## src/rtl/core/bidt_pkg.sv

```systemverilog
// Shared types, register indexes and helper functions for the backlight dimmer.
`timescale 1ns / 1ps
`default_nettype none

package bidt_pkg;

	localparam int unsigned CFG_IDX_W = 3;
	localparam int unsigned CFG_DATA_W = 20;

	typedef enum logic [CFG_IDX_W-1:0] {
		REG_USER_BRIGHTNESS  = 3'd0,
		REG_SLEEP_BRIGHTNESS = 3'd1,
		REG_IDLE_TIMEOUT_MS  = 3'd2,
		REG_FADE_STEP        = 3'd3,
		REG_FADE_INTERVAL_MS = 3'd4
	} cfg_reg_t;

	localparam logic [6:0]  LEVEL_MAX = 7'd100;
	localparam logic [19:0] IDLE_MAX = 20'hFFFFF;
	localparam logic [7:0]  FADE_MAX = 8'hFF;
	localparam logic        REQ_TICK = 1'b0;
	localparam logic        REQ_TOUCH = 1'b1;

	typedef struct packed {
		logic [6:0]  user_brightness;
		logic [6:0]  sleep_brightness;
		logic [19:0] idle_timeout_ms;
		logic [6:0]  fade_step;
		logic [7:0]  fade_interval_ms;
	} cfg_t;

	localparam cfg_t CFG_RESET = '{
		user_brightness:  7'd100,
		sleep_brightness: 7'd0,
		idle_timeout_ms:  20'd0,
		fade_step:        7'd1,
		fade_interval_ms: 8'd20
	};

	typedef struct packed {
		logic        req_type;
		logic        touched;
		logic [11:0] touch_x;
		logic [11:0] touch_y;
	} req_t;

	typedef struct packed {
		logic        pressed;
		logic [11:0] point_x;
		logic [11:0] point_y;
		logic [7:0]  pwm_level;
		logic        asleep;
	} rsp_t;

	// Percent value clamped to 100.
	function automatic logic [6:0] pct(input logic [6:0] v);
		pct = (v > LEVEL_MAX) ? LEVEL_MAX : v;
	endfunction

	// floor(level*255/100): level*255 as shift and subtract, then the division
	// by 100 as a multiply by 5243 / 2^19, exact for every 7-bit level.
	function automatic logic [7:0] pwm_of(input logic [6:0] level);
		logic [14:0] scaled;
		logic [27:0] prod;
		logic [8:0]  quo;
		scaled = {level, 8'd0} - {8'd0, level};
		prod = {13'd0, scaled} * 28'd5243;
		quo = prod[27:19];
		pwm_of = (quo > 9'd255) ? 8'hFF : quo[7:0];
	endfunction

endpackage

`default_nettype wire

```

## src/rtl/core/bidt_cfg.sv

```systemverilog
// Configuration register file of the backlight dimmer.
`timescale 1ns / 1ps
`default_nettype none

module bidt_cfg (
	input  wire logic                             clk,
	input  wire logic                             arst_n,
	input  wire logic                             cfg_valid,
	input  wire logic [bidt_pkg::CFG_IDX_W-1:0]   cfg_index,
	input  wire logic [bidt_pkg::CFG_DATA_W-1:0]  cfg_data,
	output bidt_pkg::cfg_t                        cfg
);
	import bidt_pkg::*;

	cfg_t cfg_q;

	always_ff @(posedge clk or negedge arst_n) begin
		if (!arst_n) begin
			cfg_q <= CFG_RESET;
		end else if (cfg_valid) begin
			case (cfg_index)
				REG_USER_BRIGHTNESS:  cfg_q.user_brightness <= cfg_data[6:0];
				REG_SLEEP_BRIGHTNESS: cfg_q.sleep_brightness <= cfg_data[6:0];
				REG_IDLE_TIMEOUT_MS:  cfg_q.idle_timeout_ms <= cfg_data[19:0];
				REG_FADE_STEP:        cfg_q.fade_step <= cfg_data[6:0];
				REG_FADE_INTERVAL_MS: cfg_q.fade_interval_ms <= cfg_data[7:0];
				default: ;
			endcase
		end
	end

	assign cfg = cfg_q;

endmodule

`default_nettype wire

```

## src/rtl/core/bidt_dimmer.sv

```systemverilog
// Idle timer, fade and touch-wake state with the per-item update logic.
`timescale 1ns / 1ps
`default_nettype none

module bidt_dimmer #(
	parameter int unsigned SCREEN_WIDTH  = 320,
	parameter int unsigned SCREEN_HEIGHT = 240
) (
	input  wire logic           clk,
	input  wire logic           arst_n,
	input  wire bidt_pkg::cfg_t cfg,
	input  wire logic           fire,
	input  wire bidt_pkg::req_t item,
	output bidt_pkg::rsp_t      res
);
	import bidt_pkg::*;

	localparam logic [11:0] SCR_W = SCREEN_WIDTH[11:0];
	localparam logic [11:0] SCR_H = SCREEN_HEIGHT[11:0];

	logic [19:0] idle_q, idle_d, idle_inc;
	logic        sleep_q, sleep_d;
	logic [6:0]  level_q, level_d;
	logic [6:0]  goal_q, goal_d;
	logic [7:0]  fade_q, fade_d, fade_inc;
	logic        lock_q, lock_d;
	logic        go_sleep;
	logic [6:0]  goal_t;
	logic [6:0]  step;
	logic [7:0]  up_sum;
	logic [6:0]  down_diff;
	logic        on_screen;
	logic        pressed;

	always_comb begin
		idle_inc = (idle_q != IDLE_MAX) ? idle_q + 20'd1 : idle_q;
		fade_inc = (fade_q != FADE_MAX) ? fade_q + 8'd1 : fade_q;
		go_sleep = (cfg.idle_timeout_ms != 20'd0) && !sleep_q
			&& (idle_inc >= cfg.idle_timeout_ms);
		goal_t = go_sleep ? pct(cfg.sleep_brightness) : goal_q;
		step = (cfg.fade_step == 7'd0) ? 7'd1 : cfg.fade_step;
		up_sum = {1'b0, level_q} + {1'b0, step};
		down_diff = level_q - goal_t;
		on_screen = (item.touch_x <= SCR_W) && (item.touch_y <= SCR_H);

		idle_d = idle_q;
		sleep_d = sleep_q;
		level_d = level_q;
		goal_d = goal_q;
		fade_d = fade_q;
		lock_d = lock_q;
		pressed = 1'b0;

		if (item.req_type == REQ_TICK) begin
			idle_d = idle_inc;
			goal_d = goal_t;
			sleep_d = sleep_q | go_sleep;
			fade_d = fade_inc;
			if ((level_q != goal_t) && (fade_inc >= cfg.fade_interval_ms)) begin
				fade_d = 8'd0;
				if (level_q < goal_t) begin
					level_d = (up_sum > {1'b0, goal_t}) ? goal_t : up_sum[6:0];
				end else begin
					level_d = (down_diff <= step) ? goal_t : level_q - step;
				end
			end
		end else if (!item.touched) begin
			lock_d = 1'b0;
		end else if (sleep_q) begin
			// A touch on a sleeping display only wakes it; the finger is ignored
			// until it is lifted.
			idle_d = 20'd0;
			sleep_d = 1'b0;
			level_d = pct(cfg.user_brightness);
			goal_d = pct(cfg.user_brightness);
			lock_d = 1'b1;
		end else if (!lock_q) begin
			idle_d = 20'd0;
			if (cfg.idle_timeout_ms == 20'd0) begin
				level_d = pct(cfg.user_brightness);
				goal_d = pct(cfg.user_brightness);
			end
			pressed = on_screen;
		end

		res.pressed = pressed;
		res.point_x = pressed ? item.touch_x : 12'd0;
		res.point_y = pressed ? item.touch_y : 12'd0;
		res.pwm_level = pwm_of(level_d);
		res.asleep = sleep_d;
	end

	always_ff @(posedge clk or negedge arst_n) begin
		if (!arst_n) begin
			idle_q <= 20'd0;
			sleep_q <= 1'b0;
			level_q <= LEVEL_MAX;
			goal_q <= LEVEL_MAX;
			fade_q <= FADE_MAX;
			lock_q <= 1'b0;
		end else if (fire) begin
			idle_q <= idle_d;
			sleep_q <= sleep_d;
			level_q <= level_d;
			goal_q <= goal_d;
			fade_q <= fade_d;
			lock_q <= lock_d;
		end
	end

	a_level_range: assert property (@(posedge clk) disable iff (!arst_n)
		(level_q <= LEVEL_MAX) && (goal_q <= LEVEL_MAX))
		else $error("backlight level left the percent range");

	a_wake: assert property (@(posedge clk) disable iff (!arst_n)
		fire && (item.req_type == REQ_TOUCH) && item.touched && sleep_q
		|=> !sleep_q && lock_q && (level_q == goal_q))
		else $error("touch did not wake the display cleanly");

	a_press_gate: assert property (@(posedge clk) disable iff (!arst_n)
		fire && res.pressed |-> !sleep_q && !lock_q && (item.req_type == REQ_TOUCH))
		else $error("touch forwarded while asleep or locked out");

	a_hold: assert property (@(posedge clk) disable iff (!arst_n)
		!fire |=> $stable(level_q) && $stable(idle_q) && $stable(sleep_q))
		else $error("dimmer state changed without an item");

endmodule

`default_nettype wire

```

## src/rtl/core/backlight_idle_dimmer_touch_wake_core.sv

```systemverilog
// Top level of the backlight idle dimmer with touch wake.
//
// Usage: items arrive on the req channel (req_valid, req_stall, req). Each
// beat is either a one-millisecond tick or a touch sample. Every item yields
// exactly one beat on the rsp channel (rsp_valid, rsp_stall, rsp) carrying
// the forwarded touch, the backlight PWM value and the sleep flag.
// Registers are written on the cfg channel (cfg_valid, cfg_ready, cfg_index,
// cfg_data); cfg_ready is always high and writes belong in idle periods.
// Flow: an accepted item waits in the input register until the result register
// is empty or being taken, then is processed into it and offered on rsp.
// Throughput: one item per cycle while the receiver does not stall, set by the
// combinational state update between the input and result registers.
// When the receiver stalls, the result register holds its beat, the input
// register still takes one more item, and req_stall then rises until the
// result is taken.
// Reset clears both stages and loads the register and dimmer reset values:
// full brightness, awake, timeout disabled.
`timescale 1ns / 1ps
`default_nettype none

module backlight_idle_dimmer_touch_wake_core #(
	parameter int unsigned SCREEN_WIDTH  = 320,
	parameter int unsigned SCREEN_HEIGHT = 240
) (
	input  wire logic                             clk,
	input  wire logic                             arst_n,
	input  wire logic                             req_valid,
	output logic                                  req_stall,
	input  wire bidt_pkg::req_t                   req,
	output logic                                  rsp_valid,
	input  wire logic                             rsp_stall,
	output bidt_pkg::rsp_t                        rsp,
	input  wire logic                             cfg_valid,
	output logic                                  cfg_ready,
	input  wire logic [bidt_pkg::CFG_IDX_W-1:0]   cfg_index,
	input  wire logic [bidt_pkg::CFG_DATA_W-1:0]  cfg_data
);
	import bidt_pkg::*;

	cfg_t cfg;
	req_t item_s1;
	logic valid_s1;
	rsp_t rsp_s2;
	logic valid_s2;
	rsp_t res;
	logic fire;
	logic accept;

	assign cfg_ready = 1'b1;

	bidt_cfg u_cfg (
		.clk       (clk),
		.arst_n    (arst_n),
		.cfg_valid (cfg_valid),
		.cfg_index (cfg_index),
		.cfg_data  (cfg_data),
		.cfg       (cfg)
	);

	bidt_dimmer #(
		.SCREEN_WIDTH  (SCREEN_WIDTH),
		.SCREEN_HEIGHT (SCREEN_HEIGHT)
	) u_dimmer (
		.clk    (clk),
		.arst_n (arst_n),
		.cfg    (cfg),
		.fire   (fire),
		.item   (item_s1),
		.res    (res)
	);

	assign fire = valid_s1 && (!valid_s2 || !rsp_stall);
	assign req_stall = valid_s1 && !fire;
	assign accept = req_valid && !req_stall;

	always_ff @(posedge clk or negedge arst_n) begin
		if (!arst_n) begin
			valid_s1 <= 1'b0;
		end else if (accept) begin
			valid_s1 <= 1'b1;
		end else if (fire) begin
			valid_s1 <= 1'b0;
		end
	end

	always_ff @(posedge clk) begin
		if (accept) begin
			item_s1 <= req;
		end
	end

	always_ff @(posedge clk or negedge arst_n) begin
		if (!arst_n) begin
			valid_s2 <= 1'b0;
		end else if (fire) begin
			valid_s2 <= 1'b1;
		end else if (!rsp_stall) begin
			valid_s2 <= 1'b0;
		end
	end

	always_ff @(posedge clk) begin
		if (fire) begin
			rsp_s2 <= res;
		end
	end

	assign rsp_valid = valid_s2;
	assign rsp = rsp_s2;

	a_no_overwrite: assert property (@(posedge clk) disable iff (!arst_n)
		valid_s2 && rsp_stall |-> !fire)
		else $error("held result beat overwritten");

	a_fire_needs_item: assert property (@(posedge clk) disable iff (!arst_n)
		fire |-> valid_s1)
		else $error("processing without a stored item");

	a_result_follows: assert property (@(posedge clk) disable iff (!arst_n)
		fire |=> valid_s2)
		else $error("processed item produced no result beat");

endmodule

`default_nettype wire

```

## config.mk

```make
export PLATFORM = sky130hd
export DESIGN_NAME = backlight_idle_dimmer_touch_wake_core
export DESIGN_NICKNAME = d
export VERILOG_FILES = /design/src/rtl/core/bidt_pkg.sv /design/src/rtl/core/bidt_cfg.sv /design/src/rtl/core/bidt_dimmer.sv /design/src/rtl/core/backlight_idle_dimmer_touch_wake_core.sv
export SDC_FILE = /design/constraint.sdc
export NUM_CORES = 1
export LEC_CHECK = 0
export BUFFER_PORTS_ARGS = -buffer_cell sky130_fd_sc_hd__clkbuf_2
export CORE_MARGIN = 1.5
export CORE_UTILIZATION = 30
export DETAILED_ROUTE_END_ITERATION = 7
export GPL_ROUTABILITY_DRIVEN = 0
export SLEW_MARGIN = 20
export SYNTH_ARGS = -nofsm -noshare
export SYNTH_HDL_FRONTEND = slang
export SYNTH_SLANG_ARGS = --single-unit
```

## constraint.sdc

```tcl
create_clock -name clk -period 13.01 [get_ports clk]
set_input_delay 2.602 -clock clk [delete_from_list [all_inputs] [get_ports clk]]
set_output_delay 2.602 -clock clk [all_outputs]
set_load 0.01 [all_outputs]
```

## Word level (Yosys, flattened, before mapping)

Cells that the tools add are included.

| storage, ports and cells | value |
|---|---|
| register bits after elaboration | 155 |
| bits of input ports | 54 |
| output and inout bits | 37 |
| logic and storage cells | 117 |

| cells by class | value |
|---|---|
| $add $sub $neg | 6 |
| $mul | 1 |
| $lt $le $gt $ge | 10 |
| equal/unequal tests | 12 |
| muxes and demuxes | 37 |
| bitwise operators | 2 |
| reduce and logical (&&, ||, !) cells | 27 |

Operators with widths:

| operator | number |
|---|---|
| $mux 7 | 18 |
| $mux 20 | 5 |
| $mul 15x13->28 const B | 1 |
| $add 20x1->20 const B | 1 |
| $ge 20x20->1 | 1 |
| $logic_not 20->1 | 1 |
| $ne 20x20->1 const B | 1 |
| $reduce_bool 20->1 | 1 |
| $mux 8 | 2 |
| $sub 15x7->15 | 1 |
| $gt 7x7->1 const B | 2 |
| $sub 7x7->7 | 2 |
| $le 12x8->1 const B | 1 |
| $le 12x9->1 const B | 1 |
| $mux 1 | 12 |
| $reduce_and 2->1 | 6 |
| $gt 9x8->1 const B | 1 |
| $add 7x7->8 | 1 |
| $add 8x1->8 const B | 1 |
| $ge 8x8->1 | 1 |
| $gt 8x7->1 | 1 |
| $ne 8x8->1 const B | 1 |
| $le 7x7->1 | 1 |
| $logic_and 1x1->1 | 7 |
| 18 further kinds | 25 |

## Depth between registers and ports, before layout

| depth | value |
|---|---|
| word-level depth | 14 |
| depth in mapped cells | 57 |
| depth with buffers taken out | 57 |

## Cells and area by module

From an unflattened synthesis, not the netlist that was laid out.

| unflattened totals | value |
|---|---|
| cells, all modules | 1,288 |
| area total of the unflattened synthesis | 13,027.5 um^2 |

By module, submodules not included:

| module | times used | cells an instance | area each (um^2) | seq. area each (um^2) |
|---|---|---|---|---|
| bidt_dimmer | 1 | 1,111 | 9,246.4 | 1,118.6 |
| backlight_idle_dimmer_touch_wake_core | 1 | 70 | 1,905.6 | 1,851.8 |
| bidt_cfg | 1 | 107 | 1,875.5 | 1,233.7 |

## Worst setup path before layout

Ideal clock, no wire load.

| timing | value |
|---|---|
| path type | flip-flop to flip-flop |
| start | reg u_dimmer.idle_q[8] |
| end | reg rsp_s2 (netlist bit rsp[8]), data pin |
| setup time | 272 ps |
| data arrival time | 12,519 ps |
| required time | 12,738 ps |
| slack | 219 ps |
| stages on the path, launching flop included | 56 |
| buffers on the path | 0 |
| clock period less this slack | 12,791 ps |
| path through | dfrtp_1 > and3_1 > and2_1 > and3_1 > and4_1 > nand4_1 > nor2_1 > nor3b_1 > nand3_1 > xnor2_1 > ha_1 > nand4_1 > nor4_1 > a32oi_1 > a31oi_4 > mux2i_1 > inv_1 > ha_1 > [... 20 more ...] > fa_1 > ha_1 > fa_1 > inv_1 > fa_1 > inv_1 > fa_1 > ha_1 > a21o_1 > a21o_1 > a21o_1 > a211o_1 > a2bb2oi_1 > o21ai_1 > o221ai_1 > nand2b_1 > a2111oi_0 > a31oi_1 |

| on the way | value |
|---|---|
| word-level cells in the longest chain between the ends | 14 |
| elaborated cells on any way between the ends | 20 |
| classes of those cells | add/sub: 3; mul: 1; order compare: 5; eq/ne: 2; mux: 7; reduce/logical: 2 |

RTL lines:

| what | RTL line | source |
|---|---|---|
| from (decl) | bidt_dimmer.sv:21 | `logic [19:0] idle_q, idle_d, idle_inc;` |
| from (signal assigned) | bidt_dimmer.sv:102 | `idle_q <= idle_d;` |
| $add 20x1->20 or $ne 20x20->1 (tied branches) | bidt_dimmer.sv:36 | `idle_inc = (idle_q != IDLE_MAX) ? idle_q + 20'd1 : idle_q;` |
| $mux 20 (*) | bidt_dimmer.sv:36 |  |
| $ge 20x20->1 (*) | bidt_dimmer.sv:39 | `&& (idle_inc >= cfg.idle_timeout_ms);` |
| $logic_and 1x1->1 (*) | bidt_dimmer.sv:39 |  |
| $mux 7 (*) | bidt_dimmer.sv:40 | `goal_t = go_sleep ? pct(cfg.sleep_brightness) : goal_q;` |
| $sub 7x7->7 | bidt_dimmer.sv:43 | `down_diff = level_q - goal_t;` |
| $le 7x7->1 | bidt_dimmer.sv:64 | `level_d = (down_diff <= step) ? goal_t : level_q - step;` |
| $mux 7 | bidt_dimmer.sv:64 |  |
| $mux 7 | bidt_dimmer.sv:61 | `if (level_q < goal_t) begin` |
| $mux 7 (*) | bidt_dimmer.sv:59 | `if ((level_q != goal_t) && (fade_inc >= cfg.fade_interval_ms)) begin` |
| $mux 7 (*) | bidt_dimmer.sv:54 | `if (item.req_type == REQ_TICK) begin` |
| $sub 15x7->15 (*) | bidt_pkg.sv:66 | `scaled = {level, 8'd0} - {8'd0, level};` |
| $mul 15x13->28 (*) | bidt_pkg.sv:67 | `prod = {13'd0, scaled} * 28'd5243;` |
| $gt 9x8->1 | bidt_pkg.sv:69 | `pwm_of = (quo > 9'd255) ? 8'hFF : quo[7:0];` |
| to (signal assigned) | backlight_idle_dimmer_touch_wake_core.sv:104 | `rsp_s2 <= res;` |
| to (decl) | backlight_idle_dimmer_touch_wake_core.sv:43 | `rsp_t rsp_s2;` |

Mark *: on every way between the ends. The rest lies on a longest branch, timed or not.
A chain may end at the register's enable or synchronous reset.

## Worst setup path in the final report

| timing | value |
|---|---|
| start | reg u_dimmer.idle_q[8] |
| end | reg rsp_s2 (netlist bit rsp[2]), data pin |

The elaborated chain is that of the path after synthesis.

==> results.cfg <==
[final_layout]
antenna_cells = 0
post_route_cells_drive_above_1_share_pct = 20.8
layout.nets = 1690
multi_input_area_um2 = 8010
ff_latch_area_um2 = 4210
post-route-util_pct = 35.9
area_growth_pct = 18.5
nFillCells = 4160

[global_route]
grt-ovfl-total = 0
grt_pass1_wl_mm = 49.3
grt_pass1_vias = 9580
antenna_found_initial = 0
grt_usage_pct = 14.0
grt_start_max_net_pins = 60

[die]
die-area_um2 = 43500
die_h_um = 209
rows = 75
initial_core_util_pct = 30.3
die_w_um = 209
core_um2 = 41900
io_pins = 91

[timing]
skew_ns = 0.0169
hold-worst-slack_ns = 0.479
slew_viol_final = 0
relSlewSlack_pct = 34.3
post-route-period-util_pct = 94.7
max_freq_mhz = 81.1
tightest_slew_ns = 0.984
finalHoldViolations = 0
finalSetupViolCount = 0
min_period_ns = 12.32
tns_ns = 0

[setup_path]
end_kind = flop
path_max_fanout = 8
slowest_delay_ns = 0.53
cp.required_ns = 13.20
arrival_ns = 12.52
critPathSlowestCell = fa_1
critical-path-top-delay-family = adder cells
path_class = flop to flop
start_kind = flop
cp_num_buf_inv = 6

[clock_network]
h-tree-depth = 4
cts_root_buf = clkbuf_16
cts_buffer_depth = 2
clk_pin_slew_ns = 0.08
clock-sinks = 155
insertion_delay_ns = 0.43
cts_tree = built
cts_buffers = 17
ctsHoldBuffers = 0

[routing]
num_vias = 9384
viasPerCell = 4.81
routedWlPerCell_um = 15.5
ant_nets = 0
drt-total-wl_mm = 30.2
firstDrtPassIters = 5
drcViolationCount = 0
drt_iter0_markers = 515

[flow_run]
max_cap_viol_count = 0

[yosys]
synth.distinct_cells = 81
ys_seq_area_share_pct = 33.1
ys_warn_count = 0
async_reset_ff_share_pct = 61.3
synth-edff-count = 60
netlist_instances = 1257
syn_area_um2 = 12700
yosys_register_bits = 155
synth_ff_type = dfrtp_1
avgSynthCellArea_um2 = 10.1

[placed_design]
hpwl_mm = 24.3
port_buffers = 89

[hold_path]
min_path_type = flop to flop

[status]
status = finished clean
==> logic make-up (layout without fill, tap and decap cells) <==
| family | Yosys count | after routing | share of synthesized area [%] |
|---|---|---|---|
| AO/OA/AOI/OAI | 248 | 248 | 13.4 |
| XOR/XNOR | 48 | 48 | 3.31 |
| adder cells (fa/ha/maj) | 237 | 237 | 27.4 |
| buffers and inverters | 212 | 361 | 6.36 |
| flip-flops | 155 | 155 | 33.1 |
| multiplexers | 54 | 54 | 4.60 |
| other | 2 | 8 | 0.0592 |
| AND/OR/NAND/NOR | 301 | 301 | 11.7 |
==> synth_stat cells (3+ instances only) <==
library cell  count  area, um^2
a2111oi_0         3        26.3
a211o_1           3        26.3
buf_2             3        15.0
nand4_1          13        81.3
a22o_1           14         123
nand3b_1          3        22.5
a41oi_1           3        26.3
dfstp_2          20         526
o21ai_0          82         410
fa_1             69        1380
nor2_1           55         206
o21a_1           10        75.1
ha_1            168        2100
inv_1           181         679
nor3b_1           3        22.5
and2_1           32         200
nor3_1           15        75.1
a21o_1           15         113
edfxtp_1         60        1800
nor2b_1           5        31.3
nand3_1          32         160
nor4_1           10        62.6
dfrtp_1          75        1880
clkbuf_1         23        86.3
xor2_1           10        87.6
nand2_1          98         368
o21bai_1          5        37.5
a311o_1           3        30.0
a21oi_1          50         250
a31oi_1          10        62.6
mux2_2           30         338
xnor2_1          38         333
a31o_2            3        26.3
nand2b_1         14        87.6
mux2i_1          22         220
o31ai_1          11        82.6
or3_1             5        31.3
and3_1            5        31.3
==> worst register-to-register path: cells and delay by family (launching register included) <==
family | cells | cell delay [ns]
xor+xnor | 2 | 0.34
fa+ha+maj | 10 | 3.74
flops | 1 | 0.42
simple gates | 16 | 2.45
mux | 3 | 0.78
compound gates | 17 | 3.54
buf+inv | 6 | 0.83
==> sequential cells by signal (all words and copies together) (netlist names) <==
register          cells
item_s1              26
rsp                  34
rsp_valid             1
u_cfg.cfg            49
u_dimmer.fade_q       8
u_dimmer.goal_q       7
u_dimmer.idle_q      20
u_dimmer.level_q      7
u_dimmer.lock_q       1
u_dimmer.sleep_q      1
valid_s1              1
==> per-layer routing <==
metal / vias up / track usage (%) / part of all wire [%]
met3: 24 / 1.65 / 2.1
li1: 4627 / - / -
met2: 134 / 24.9 / 51
met1: 4599 / 18.3 / 46
met4: 0 / 2.80 / 0.89
met5: - / 0 / 0
==> cell usage in the layout (no fill, tap or decap), drive strengths merged, types with 5 or more instances in the layout <==
cell type / synthesis / layout
buf: 6 / 58
a31oi: 13 / 13
nand2b: 15 / 15
o31ai: 11 / 11
o21ai: 85 / 85
dfrtp: 75 / 75
and2: 32 / 32
or3: 5 / 5
nand2: 98 / 98
ha: 168 / 168
a21o: 15 / 15
inv: 183 / 193
xor2: 10 / 10
nand4: 14 / 14
a22o: 14 / 14
nor4: 10 / 10
mux2i: 22 / 22
conb: 2 / 8
dfstp: 20 / 20
o21bai: 6 / 6
fa: 69 / 69
nor2b: 5 / 5
edfxtp: 60 / 60
and3: 5 / 5
nor3: 15 / 15
o21a: 10 / 10
nand3: 33 / 33
a21oi: 51 / 51
xnor2: 38 / 38
nor2: 56 / 56
mux2: 32 / 32
clkbuf: 23 / 105
==> repair_timing <==
| item | 4_1_cts | 5_1_grt |
|---|---|---|
| cloned | 0 | 0 |
| pin swaps | 1 | 17 |
| endpoints found under the setup margin | 8 | 8 |
| gates resized for setup | 9 | 48 |
| buffers inserted | 1 | 15 |
==> final timing paths <==
check	depth (start not counted)	startpoint	endpoint	slack, ns
max in group asynchronous	2	arst_n	u_cfg.cfg[46]	9.70
worst max register to register	54	u_dimmer.idle_q[8]	rsp[2]	0.69
min in group asynchronous	1	arst_n	u_cfg.cfg[31]	2.14
worst max-delay path	54	u_dimmer.idle_q[8]	rsp[2]	0.69
worst min register to register	2	u_dimmer.fade_q[2]	u_dimmer.fade_q[2]	0.48
worst min-delay path	2	u_dimmer.fade_q[2]	u_dimmer.fade_q[2]	0.48
==> per-stage QoR <==
stage	std cells	worst slack, ns	area (um^2)
5_1_grt	1951	-0.0488	15000
3_3_place_gp	1903	0.0518	14000
3_5_place_dp	1903	-0.186	14000
2_1_floorplan	1263	0.219	12700
6_report	1951	0.686	15000
4_1_cts	1936	0.108	14700
==> cell type report <==
cell class                 instances  area share (%)
multi-input combinational        896            53.2
sequential                       155            28.0
timing repair buffer             146            5.82
inverter                         183            4.57
clock inverter                    15            1.12
clock buffer                      17            2.83
tap                              539            4.48
Power is not shown: default switching activity piles up to over one toggle a cycle in this logic, so the estimate is an artifact.
